### config.mk
export PLATFORM = sky130hd
export DESIGN_NAME = tmte_sqrt
export DESIGN_NICKNAME = d
export VERILOG_FILES = /design/src/rtl/tmte_pkg.sv /design/src/rtl/tmte_sqrt.sv
export SDC_FILE = /design/constraint.sdc
export NUM_CORES = 2
export LEC_CHECK = 0
export BUFFER_PORTS_ARGS = -buffer_cell sky130_fd_sc_hd__buf_2
export CORE_UTILIZATION = 50
export DETAILED_ROUTE_END_ITERATION = 8
export PLACE_DENSITY = 0.72
export SYNTH_ARGS = -nofsm -noshare
export SYNTH_HDL_FRONTEND = slang
export SYNTH_SLANG_ARGS = --single-unit
### constraint.sdc
create_clock -name clk_i -period 6.35 [get_ports clk_i]
set_input_delay 1.27 -clock clk_i [delete_from_list [all_inputs] [get_ports clk_i]]
set_output_delay 1.27 -clock clk_i [all_outputs]
set_load 0.005 [all_outputs]
### src/rtl/tmte_pkg.sv
// ----------------------------------------------------------------------------
// tmte_pkg: shared types and constants of the move time estimator
// Item types, profile codes and pipeline sizing.
// ----------------------------------------------------------------------------
`default_nettype none

package tmte_pkg;

  localparam int DistW = 32;
  localparam int VelW  = 16;
  localparam int AccW  = 8;
  localparam int TimeW = 32;

  // Dividend: 100*v*v + 1000*D*a stays below 2**50.
  localparam int NumW  = 50;
  // Divisor: a*v.
  localparam int DenW  = AccW + VelW;
  // Triangular quotient stays below 2**48, so the root fits 24 bits.
  localparam int RootW = 24;

  localparam int PrepStages = 3;
  localparam int DivSteps   = NumW;
  localparam int SqrtSteps  = RootW;
  localparam int Latency    = PrepStages + DivSteps + SqrtSteps + 1;

  localparam logic [1:0] KindZero = 2'd0;
  localparam logic [1:0] KindTri  = 2'd1;
  localparam logic [1:0] KindTrap = 2'd2;

  typedef struct packed {
    logic [DistW-1:0] distance;
    logic [VelW-1:0]  velocity;
    logic [AccW-1:0]  accel_coeff;
  } cmd_t;

  typedef struct packed {
    logic [TimeW-1:0] time_ms;
    logic [1:0]       profile_kind;
    logic             saturated;
  } result_t;

  // Operands handed from the front end to the divider.
  typedef struct packed {
    logic [NumW-1:0] num;
    logic [DenW-1:0] den;
    logic [1:0]      kind;
  } prep_t;

endpackage

`default_nettype wire

### src/rtl/tmte_sqrt.sv
// ----------------------------------------------------------------------------
// tmte_sqrt: pipelined integer square root
// Two radicand bits per stage; the quotient rides along for the
// trapezoidal case.
// ----------------------------------------------------------------------------
`default_nettype none

module tmte_sqrt (
  input  logic                       clk_i,
  input  logic                       rst_ni,
  input  logic                       valid_i,
  input  logic [tmte_pkg::NumW-1:0]  quo_i,
  input  logic [1:0]                 kind_i,
  output logic                       valid_o,
  output logic [tmte_pkg::NumW-1:0]  quo_o,
  output logic [tmte_pkg::RootW-1:0] root_o,
  output logic [1:0]                 kind_o
);
  import tmte_pkg::*;

  localparam int RemW = RootW + 2;

  logic             vld_q  [SqrtSteps];
  logic [RemW-1:0]  rem_q  [SqrtSteps];
  logic [RootW-1:0] root_q [SqrtSteps];
  logic [NumW-1:0]  quo_q  [SqrtSteps];
  logic [1:0]       kind_q [SqrtSteps];

  for (genvar k = 0; k < SqrtSteps; k++) begin : g_step
    localparam int J = SqrtSteps - 1 - k;  // radicand pair handled here

    logic             vld_in;
    logic [RemW-1:0]  rem_in;
    logic [RootW-1:0] root_in;
    logic [NumW-1:0]  quo_in;
    logic [1:0]       kind_in;
    logic [RemW+1:0]  cur;
    logic [RemW+1:0]  trial;
    logic             ge;

    if (k == 0) begin : g_first
      assign vld_in  = valid_i;
      assign rem_in  = '0;
      assign root_in = '0;
      assign quo_in  = quo_i;
      assign kind_in = kind_i;
    end else begin : g_next
      assign vld_in  = vld_q[k-1];
      assign rem_in  = rem_q[k-1];
      assign root_in = root_q[k-1];
      assign quo_in  = quo_q[k-1];
      assign kind_in = kind_q[k-1];
    end

    assign cur   = {rem_in, quo_in[2*J+1 -: 2]};
    assign trial = (RemW+2)'({root_in, 2'b01});
    assign ge    = cur >= trial;

    always_ff @(posedge clk_i or negedge rst_ni) begin
      if (!rst_ni) begin
        vld_q[k] <= 1'b0;
      end else begin
        vld_q[k] <= vld_in;
      end
    end

    always_ff @(posedge clk_i) begin
      rem_q[k]  <= ge ? RemW'(cur - trial) : cur[RemW-1:0];
      root_q[k] <= {root_in[RootW-2:0], ge};
      quo_q[k]  <= quo_in;
      kind_q[k] <= kind_in;
    end
  end

  assign valid_o = vld_q[SqrtSteps-1];
  assign quo_o   = quo_q[SqrtSteps-1];
  assign root_o  = root_q[SqrtSteps-1];
  assign kind_o  = kind_q[SqrtSteps-1];

endmodule

`default_nettype wire

==> results.cfg <==
[job]
cap_violations = 0

[critical_path]
crit_required_ns = 7.02
crit_family = compound AO/OA/AOI/OAI gates
path_class = flip-flop to flip-flop
crit_chain = inv_1 > ha_1 > nor2b_1 > o31a_1 > o41ai_1 > o21ai_1 > a21bo_2 > a311o_1 > nand2_1 > buf_4 > inv_1 > mux2_2
critPathMaxFanout = 24
end_kind = flip-flop
r2r_slack_ns = 2.53
crit_top_cell = inv_1
r2r-start = root_q[20][0]$_DFF_P_
crit_arrival_ns = 4.49
critPathLaunch = root_q[20][0]$_DFF_P_
critPathLaunchType = flip-flop
crit_buf_inv = 3
cpPeakStageDelay_ns = 0.42
crit_slowest_cell = nand2_1

[sta]
hold_slack_ns = 0.295
finalSetupTns_ns = 0
fmax_mhz = 262
hold_viol_final = 0
fin_crit_ns = 3.82
drv_slew = 0
tightest_slew_ns = 1.06
setup_ws_ns = 2.53
rsz0062_at_grt = false
slew-limit-headroom = 0.288
finalSetupViolCount = 0
finClkSkew_ns = 0.0561
finalCritPeriodShare = 0.601

[yosys]
synth_top_family_by_area = simple AND/OR/NAND/NOR gates
synthAdderAreaFrac = 0.0622
synth_edf_count = 0
yosys_warnings = 0
syn-mean-instance-area_um2 = 11.6
synthArstFlopShare = 0.0112
syn_inst = 5673
ys.flop_type = dfxtp_1
synthMuxAreaShare = 0.00856
yosys.area_share.simple = 0.0966
synth-xor-area-share = 0.0619
synth_compound_gate_area_share = 0.0895
synth_area_mm2 = 0.0656
synth_seq_area_share = 0.653
ys_types = 91
synth_nets = 6054
ys_ff_latch = 2135

[layout]
final_core_util = 0.579
syn_to_final_growth_pct = 14.5
nets = 6315
stdcell_count = 7843
drive_gt1_frac = 0.0911
diodes = 0

[hold_path]
hold_start = quo_q[0][330]$_DFF_P_
min_path_type = flip-flop to flip-flop

[drt]
drt_wl_total_mm = 120
detail_route.wl_per_cell_um = 15.2
drtAntennaViolNets = 0
drt_iter0_markers = 2015
viasPerCell = 4.92
drc = 0
vias = 38600
drtPass1Iterations = 7

[floorplanning]
start_util = 0.505
num_rows = 132
die_area_mm2 = 0.133
fp.coreArea_mm2 = 0.130
die_y_um = 364
die_w_um = 364
io_pins = 132

[placement]
place.gp.congestion = 0.894
port_buffers = 131
dpl.hpwl_mm = 83.0
dp_cells = 7475
dp_slack_ns = 2.64

[grt]
track_usage = 0.183
grt_max_degree = 41
antenna_found_initial = 2
grt_pass1_wl_mm = 195
grt-ovfl-total = 0
grt_pass1_vias = 38600

[cts]
hold_buffers = 0
cts_resized = 0
cts_htree_levels = 4
clkLatencyLatePin_ns = 0.84
clk_path_buf_depth = 3
cts_setup_buffers = 0
cts-root-buf = clkbuf_16
cts.sinks = 2135
clk_pin_slew_ns = 0.06
cts_buffers = 199
cts_tree = done

[power_and_ir_drop]
leakagePower_nw = 34.6
p_per_area_mw_per_mm2 = 429
ir_worst_vdd_mv = 0.304

[status]
status = finished, final reports clean
-- flip-flops by register name (all words and copies together) (netlist names) --
name           flops
quo_q           1200
rem_q            563
g_step.vld_in     23
kind_q            48
valid_o            1
root_q           300
-- worst reg2reg max path, cell delays in order (launching register included) --
cell and delay [ns]:
dfxtp_1 0.32, inv_1 0.05, ha_1 0.33, nor2b_1 0.17
o31a_1 0.28, o41ai_1 0.41, o21ai_1 0.24, a21bo_2 0.28
a311o_1 0.35, nand2_1 0.42, buf_4 0.35, inv_1 0.18
mux2_2 0.30
-- Yosys cell counts (all sizes together) (8+ instances only) --
cell     number  share of area
dfxtp      2111           0.64
inv         400          0.023
ha          326          0.062
nand2       326          0.019
a21oi       307          0.023
nor2        289          0.017
xnor2       236          0.032
o21ai       233          0.018
xor2        228          0.030
nor3        143          0.011
a21o        126          0.014
nand3        86         0.0066
nand2b       71         0.0069
nor4         65         0.0065
clkbuf       64         0.0037
o21a         56         0.0064
or3          56         0.0055
nor2b        47         0.0045
mux2         41         0.0070
nand4        40         0.0038
a31oi        33         0.0032
and3         29         0.0028
or4          28         0.0032
dfrtp        24         0.0092
o21bai       23         0.0026
o31ai        23         0.0026
a211oi       20         0.0023
o211ai       19         0.0022
or2          19         0.0018
buf          18         0.0014
and2         15         0.0014
nand3b       13         0.0015
nor3b        11         0.0014
and4         10         0.0013
mux2i        10         0.0015
o2111ai      10         0.0014
nand4b        9         0.0012
nor4b         8         0.0011
-- cell usage in the layout (no fill, tap or decap), types with 28 or more instances in the layout --
cell / synthesis / final
or3_1: 54 / 54
nor2b_1: 47 / 47
o21a_1: 56 / 56
o21ai_0: 230 / 230
nand2_1: 326 / 326
clkbuf_16: 0 / 199
buf_2: 10 / 131
dfxtp_1: 2111 / 2111
nor2_1: 289 / 289
a21o_1: 126 / 126
nand3_1: 86 / 86
a31oi_1: 32 / 32
mux2_2: 39 / 39
or4_1: 28 / 28
and3_1: 29 / 29
clkinv_2: 0 / 42
xor2_1: 228 / 228
clkbuf_8: 0 / 30
xnor2_1: 236 / 236
nand4_1: 40 / 40
nand2b_1: 70 / 70
clkbuf_1: 64 / 41
nor4_1: 63 / 63
inv_1: 395 / 395
nor3_1: 141 / 141
a21oi_1: 307 / 306
ha_1: 326 / 326
-- per-stage QoR --
| step | area [µm²] | total power, mW |
|---|---|---|
| after floorplan | 65600 | 19.2 |
| after global placement | 68200 | 20.2 |
| after detailed placement | 68200 | 20.3 |
| after CTS | 75200 | 32.6 |
| after global routing | 75200 | 33.8 |
| final | 75200 | 32.2 |
-- power by group --
part           internal, mW  switching [mW]  total, mW
Sequential             15.1            1.19       16.3
Combinational          1.73            2.01       3.74
Clock                  7.06            5.10       12.2
-- routing by layer --
metal | vias up | routed length, µm | track usage
met3 | 206 | 4720 | 0.0329
met2 | 737 | 60100 | 0.325
met5 | - | 0 | 0
met4 | 0 | 3100 | 0.0648
met1 | 17900 | 51700 | 0.219
li1 | 19700 | - | -
-- worst paths after layout --
check | to | cells after the start
max | rem_q[2][138]$_DFF_P_ | 12
min | quo_q[0][380]$_DFF_P_ | 0
max reg2reg | rem_q[2][138]$_DFF_P_ | 12
min reg2reg | quo_q[0][380]$_DFF_P_ | 0
max in group asynchronous | g_step[4].vld_in$_DFF_PN0_ | 1
min in group asynchronous | g_step[20].vld_in$_DFF_PN0_ | 1
-- layout make-up --
class,instances,area [µm²]
Timing Repair Buffer,142,738
Inverter,400,1500
Multi-Input combinational cell,3056,20900
Clock buffer,270,5550
Fill cell,10600,54700
Clock inverter,98,1400
Sequential cell,2135,42900
Tap cell,1742,2180
-- cell families after synthesis --
| group | after synthesis |
|---|---|
| AOI/OAI and AO/OA | 944 |
| xor gates and xnor gates | 464 |
| adders and majority gates | 326 |
| buffers and inverters | 482 |
| DFF | 2135 |
| muxes | 51 |
| other | 1 |
| and+or+nand+nor | 1270 |
(Power assumes the default switching activity.)
