[config.mk]
export PLATFORM = sky130hd
export DESIGN_NAME = tmte_prep
export DESIGN_NICKNAME = d
export VERILOG_FILES = /design/src/rtl/tmte_pkg.sv /design/src/rtl/tmte_prep.sv
export SDC_FILE = /design/constraint.sdc
export NUM_CORES = 2
export LEC_CHECK = 0
export BUFFER_PORTS_ARGS = -buffer_cell sky130_fd_sc_hd__buf_4
export CAP_MARGIN = 5
export CORE_ASPECT_RATIO = 0.5
export CORE_MARGIN = 1.5
export CORE_UTILIZATION = 55
export DETAILED_ROUTE_END_ITERATION = 10
export PLACE_DENSITY = 0.71
export SYNTH_ARGS = -nofsm -noshare
export SYNTH_HDL_FRONTEND = slang
export SYNTH_SLANG_ARGS = --single-unit
[constraint.sdc]
create_clock -name clk_i -period 7 [get_ports clk_i]
set_clock_uncertainty 0.1 [all_clocks]
set_input_delay 0.35 -clock clk_i [delete_from_list [all_inputs] [get_ports clk_i]]
set_output_delay 0.35 -clock clk_i [all_outputs]
set_load 0.01 [all_outputs]
[src/rtl/tmte_pkg.sv]
// ----------------------------------------------------------------------------
// tmte_pkg: shared types and constants of the move time estimator
// Item types, profile codes and pipeline sizing.
// ----------------------------------------------------------------------------
`default_nettype none

package tmte_pkg;

  localparam int DistW = 32;
  localparam int VelW  = 16;
  localparam int AccW  = 8;
  localparam int TimeW = 32;

  // Dividend: 100*v*v + 1000*D*a stays below 2**50.
  localparam int NumW  = 50;
  // Divisor: a*v.
  localparam int DenW  = AccW + VelW;
  // Triangular quotient stays below 2**48, so the root fits 24 bits.
  localparam int RootW = 24;

  localparam int PrepStages = 3;
  localparam int DivSteps   = NumW;
  localparam int SqrtSteps  = RootW;
  localparam int Latency    = PrepStages + DivSteps + SqrtSteps + 1;

  localparam logic [1:0] KindZero = 2'd0;
  localparam logic [1:0] KindTri  = 2'd1;
  localparam logic [1:0] KindTrap = 2'd2;

  typedef struct packed {
    logic [DistW-1:0] distance;
    logic [VelW-1:0]  velocity;
    logic [AccW-1:0]  accel_coeff;
  } cmd_t;

  typedef struct packed {
    logic [TimeW-1:0] time_ms;
    logic [1:0]       profile_kind;
    logic             saturated;
  } result_t;

  // Operands handed from the front end to the divider.
  typedef struct packed {
    logic [NumW-1:0] num;
    logic [DenW-1:0] den;
    logic [1:0]      kind;
  } prep_t;

endpackage

`default_nettype wire

[src/rtl/tmte_prep.sv]
// ----------------------------------------------------------------------------
// tmte_prep: operand front end
// Three stages: products, profile decision and scaling, dividend select.
// ----------------------------------------------------------------------------
`default_nettype none

module tmte_prep (
  input  logic           clk_i,
  input  logic           rst_ni,
  input  logic           valid_i,
  input  tmte_pkg::cmd_t cmd_i,
  output logic           valid_o,
  output tmte_pkg::prep_t prep_o
);
  import tmte_pkg::*;

  localparam int AdW = AccW + DistW;   // a*D
  localparam int VvW = 2 * VelW;       // v*v
  localparam int TriW = NumW + 1;      // 400000*D before truncation
  localparam int VhW = VvW + 7;        // 100*v*v

  logic s1_valid_q, s2_valid_q, s3_valid_q;

  // stage 1
  logic [DistW-1:0] d1_q;
  logic [AccW-1:0]  a1_q;
  logic [VvW-1:0]   vv1_q;
  logic [AdW-1:0]   ad1_q;
  logic [DenW-1:0]  av1_q;
  logic             zero1_q;

  // stage 2
  logic [TriW-1:0]  ptri2_q;
  logic [NumW-1:0]  pad2_q;
  logic [VhW-1:0]   pvv2_q;
  logic [AccW-1:0]  a2_q;
  logic [DenW-1:0]  av2_q;
  logic [1:0]       kind2_q;

  logic [AdW+3:0]   ad10;
  logic [1:0]       kind2_d;

  prep_t prep_q;

  always_ff @(posedge clk_i or negedge rst_ni) begin
    if (!rst_ni) begin
      s1_valid_q <= 1'b0;
      s2_valid_q <= 1'b0;
      s3_valid_q <= 1'b0;
    end else begin
      s1_valid_q <= valid_i;
      s2_valid_q <= s1_valid_q;
      s3_valid_q <= s2_valid_q;
    end
  end

  always_ff @(posedge clk_i) begin
    d1_q    <= cmd_i.distance;
    a1_q    <= cmd_i.accel_coeff;
    vv1_q   <= VvW'(cmd_i.velocity) * VvW'(cmd_i.velocity);
    ad1_q   <= AdW'(cmd_i.accel_coeff) * AdW'(cmd_i.distance);
    av1_q   <= DenW'(cmd_i.accel_coeff) * DenW'(cmd_i.velocity);
    zero1_q <= (cmd_i.distance == '0) || (cmd_i.velocity == '0) ||
               (cmd_i.accel_coeff == '0);
  end

  // 10*a*D as shift-add
  assign ad10 = {1'b0, ad1_q, 3'b000} + {3'b000, ad1_q, 1'b0};

  always_comb begin
    if (zero1_q) begin
      kind2_d = KindZero;
    end else if (ad10 <= (AdW+4)'(vv1_q)) begin
      kind2_d = KindTri;
    end else begin
      kind2_d = KindTrap;
    end
  end

  always_ff @(posedge clk_i) begin
    ptri2_q <= TriW'(d1_q) * TriW'(400000);
    pad2_q  <= NumW'(ad1_q) * NumW'(1000);
    pvv2_q  <= VhW'(vv1_q) * VhW'(100);
    a2_q    <= a1_q;
    av2_q   <= av1_q;
    kind2_q <= kind2_d;
  end

  always_ff @(posedge clk_i) begin
    prep_q.kind <= kind2_q;
    if (kind2_q == KindTri) begin
      prep_q.num <= ptri2_q[NumW-1:0];
      prep_q.den <= DenW'(a2_q);
    end else begin
      prep_q.num <= pad2_q + NumW'(pvv2_q);
      prep_q.den <= av2_q;
    end
  end

  assign valid_o = s3_valid_q;
  assign prep_o  = prep_q;

endmodule

`default_nettype wire

==> flow_metrics.tcl <==
set metrics [dict create \
    grt_pass1_vias 37000 \
    status "completed" \
    synth_seq_cells 373 \
    synthToLayoutAreaGrowth_pct 8.19 \
    required_ns 7.39 \
    relSlewSlack_pct 18.5 \
    tns_ns 0 \
    clk_pin_slew_ns 0.07 \
    synth_edf_count 0 \
    grtUsageTotal_pct 27.2 \
    drive_gt1_share_pct 4.92 \
    synth.most_common_cell "inv_1" \
    numPortBuffers 133 \
    cts_post_setup_buffers_inserted 0 \
    fmax_ghz 0.150 \
    die_y_microns 211 \
    tightestPinTransition_ns 1.21 \
    antennaDiodeCount 0 \
    start_kind "flip-flop" \
    drc_errors 0 \
    avgSynthCellArea_sq_um 9.25 \
    firstDrtPassIters 5 \
    grt_max_degree 56 \
    clk_path_buf_depth 3 \
    antenna_found_initial 1 \
    synth_top_area_cell "fa_1" \
    wl_microns 115000 \
    core-area_sq_um 84600 \
    grt_pass1_wl_microns 191000 \
    hold_path.class "input port to flip-flop" \
    initial_core_util_pct 56.1 \
    place_hpwl_microns 94500 \
    gp_congestion 0.923 \
    ys_warn_count 0 \
    nFillCells 7345 \
    ys_seq_area_share_pct 15.8 \
    multi_input_area_sq_um 35500 \
    ios 136 \
    crit_path_end_kind "flip-flop" \
    netlist_top_cells_count "inv_1 (1071), fa_1 (713), ha_1 (667)" \
    dr_total_vias 34800 \
    arrival_ns 7.04 \
    die_w_microns 419 \
    finalNetCount 6675 \
    fin_crit_ns 6.65 \
    cap_violations 0 \
    syn_area_sq_um 47500 \
    die_area_sq_um 88200 \
    period_share_pct 95.0 \
    htreeDepth 2 \
    drtAntennaViolNets 0 \
    critPathMaxFanout 6 \
    viasPerCell 5.41 \
    cts_root_buffer "clkbuf_16" \
    clkLatencyLatePin_ns 0.59 \
    cts_tree "yes" \
    rows 75 \
    cts_buffers 39 \
    ff_latch_area_sq_um 7480 \
    netlist.area_leader.share_pct 30.1 \
    cts.sinks 373 \
    critical_path_class "flip-flop to flip-flop" \
    routedWlPerCell_microns 17.9 \
    first_iter_violations 2041 \
    synth.area.top_cells "fa_1 (30%), ha_1 (18%), dfxtp_1 (16%), inv_1 (8.5%), and2_1 (3.4%)" \
    slew_violations 0 \
    yosysUniqueCellTypes 88 \
    rsz0062_at_grt "no" \
    synthCells 5134 \
    report.final.setup_viol 0 \
    ys.flop_type "dfxtp_1" \
    hold_viol 0 \
    grt_overflow_total 0 \
    synth-async-reset-ratio_pct 0.804 \
]
==> per-stage QoR <==
step / worst slack, ns / utilization, % / std cells / hold slack, ns / instance area (sq um)
global route: 0.0967 / 60.7 / 6421 / 0.0716 / 51400
finish: 0.352 / 60.7 / 6421 / 0.0942 / 51400
floorplan: 0.544 / - / 5136 / -0.0456 / 47500
detailed placement: 0.365 / 58.6 / 6314 / 0.0394 / 49600
global placement: 0.430 / 58.6 / 6314 / 0.0383 / 49600
CTS: 0.377 / 60.7 / 6421 / 0.0512 / 51400
==> critical path, cell delays in order, from the launching register on <==
cell	delay, ns
dfxtp_1	0.39
ha_1	0.29
fa_1	0.42
a21o_1	0.20
a21oi_1	0.28
o21ai_1	0.18
a21bo_1	0.26
a21oi_2	0.22
or4b_1	0.53
o21a_1	0.15
xor2_1	0.18
ha_1	0.31
and4_1	0.23
nand4_1	0.14
or3_1	0.43
nor4_2	0.38
nor2_1	0.17
nor4_1	0.39
o2111ai_1	0.18
a41oi_1	0.22
nand4b_1	0.14
or4_1	0.57
nor2b_4	0.16
==> repair_timing <==
item                                    in CTS  in global routing
endpoints found under the setup margin       0                  1
hold buffers                                36                  0
resized for setup                            0                  1
hold endpoints to repair                    38                  0
==> final cells by class <==
class / instances / share of cell area (%)
multi-input combinational: 3565 / 69.1
clock buffer: 46 / 2.07
timing repair buffer: 185 / 2.88
inverter: 1072 / 7.83
tap: 1155 / 2.81
sequential: 373 / 14.6
clock inverter: 25 / 0.709
==> metal layers <==
metal	global-route usage, %	wire length (microns)	vias up	share of wire [%]
li1	-	-	16500	-
met1	37.7	53300	17300	46
met2	45.4	53300	861	46
met3	3.66	5740	149	5.0
met4	5.96	2380	0	2.1
met5	0	0	-	0
==> state kept, by name (all words and copies together), names as in the netlist, 2 cells and up <==
name,flops
av2_q,24
vv1_q,31
prep_o,74
ad1_q,40
a1_q,8
pvv2_q,36
pad2_q,47
av1_q,24
kind2_q,2
ptri2_q,43
a2_q,8
d1_q,32
==> worst paths after layout <==
check | start | to | slack [ns] | depth (start not counted)
max | ad1_q[2] | kind2_q[1] | 0.35 | 22
min | cmd_i[1] | a1_q[1] | 0.09 | 1
max reg2reg | ad1_q[2] | kind2_q[1] | 0.35 | 22
min reg2reg | a1_q[4] | a2_q[4] | 0.22 | 0
max in group asynchronous | rst_ni | s2_valid_q | 6.13 | 3
min in group asynchronous | rst_ni | s1_valid_q | 0.53 | 3
==> cells by family after synthesis <==
group           share of synthesized area (%)
fa+ha+maj                                47.6
mux                                     0.132
other cells                            0.0158
xor+xnor                                 4.68
compound gates                           10.3
buf+inv                                  9.50
flops                                    15.8
simple gates                             12.0
==> cells in the final DEF (no fill, tap or decap), drive strengths merged, types with 6 or more instances in the layout <==
master / netlist / final
fa: 713 / 713
dlygate4sd3: 0 / 36
a21oi: 258 / 258
nor2b: 31 / 31
o21bai: 42 / 42
and4: 9 / 9
nor4: 24 / 24
nand3: 50 / 50
o31ai: 15 / 15
xnor2: 179 / 179
or3: 13 / 13
a211oi: 23 / 23
nor2: 183 / 183
a21o: 134 / 134
and3: 23 / 23
nand2: 418 / 418
inv: 1072 / 1081
and2: 262 / 262
o21a: 36 / 36
dfxtp: 370 / 370
nand4: 30 / 30
clkinv: 0 / 8
bufinv: 0 / 6
ha: 667 / 667
clkbuf: 117 / 46
o211ai: 18 / 18
xor2: 75 / 75
a31oi: 22 / 22
nor3: 36 / 36
or2: 12 / 12
o21ai: 145 / 145
a31o: 6 / 6
buf: 9 / 149
a21boi: 9 / 9
nand2b: 40 / 40
Power is left out: the tool's default activity adds up to more than one toggle a clock period on the data nets, which glitch-free logic cannot reach.
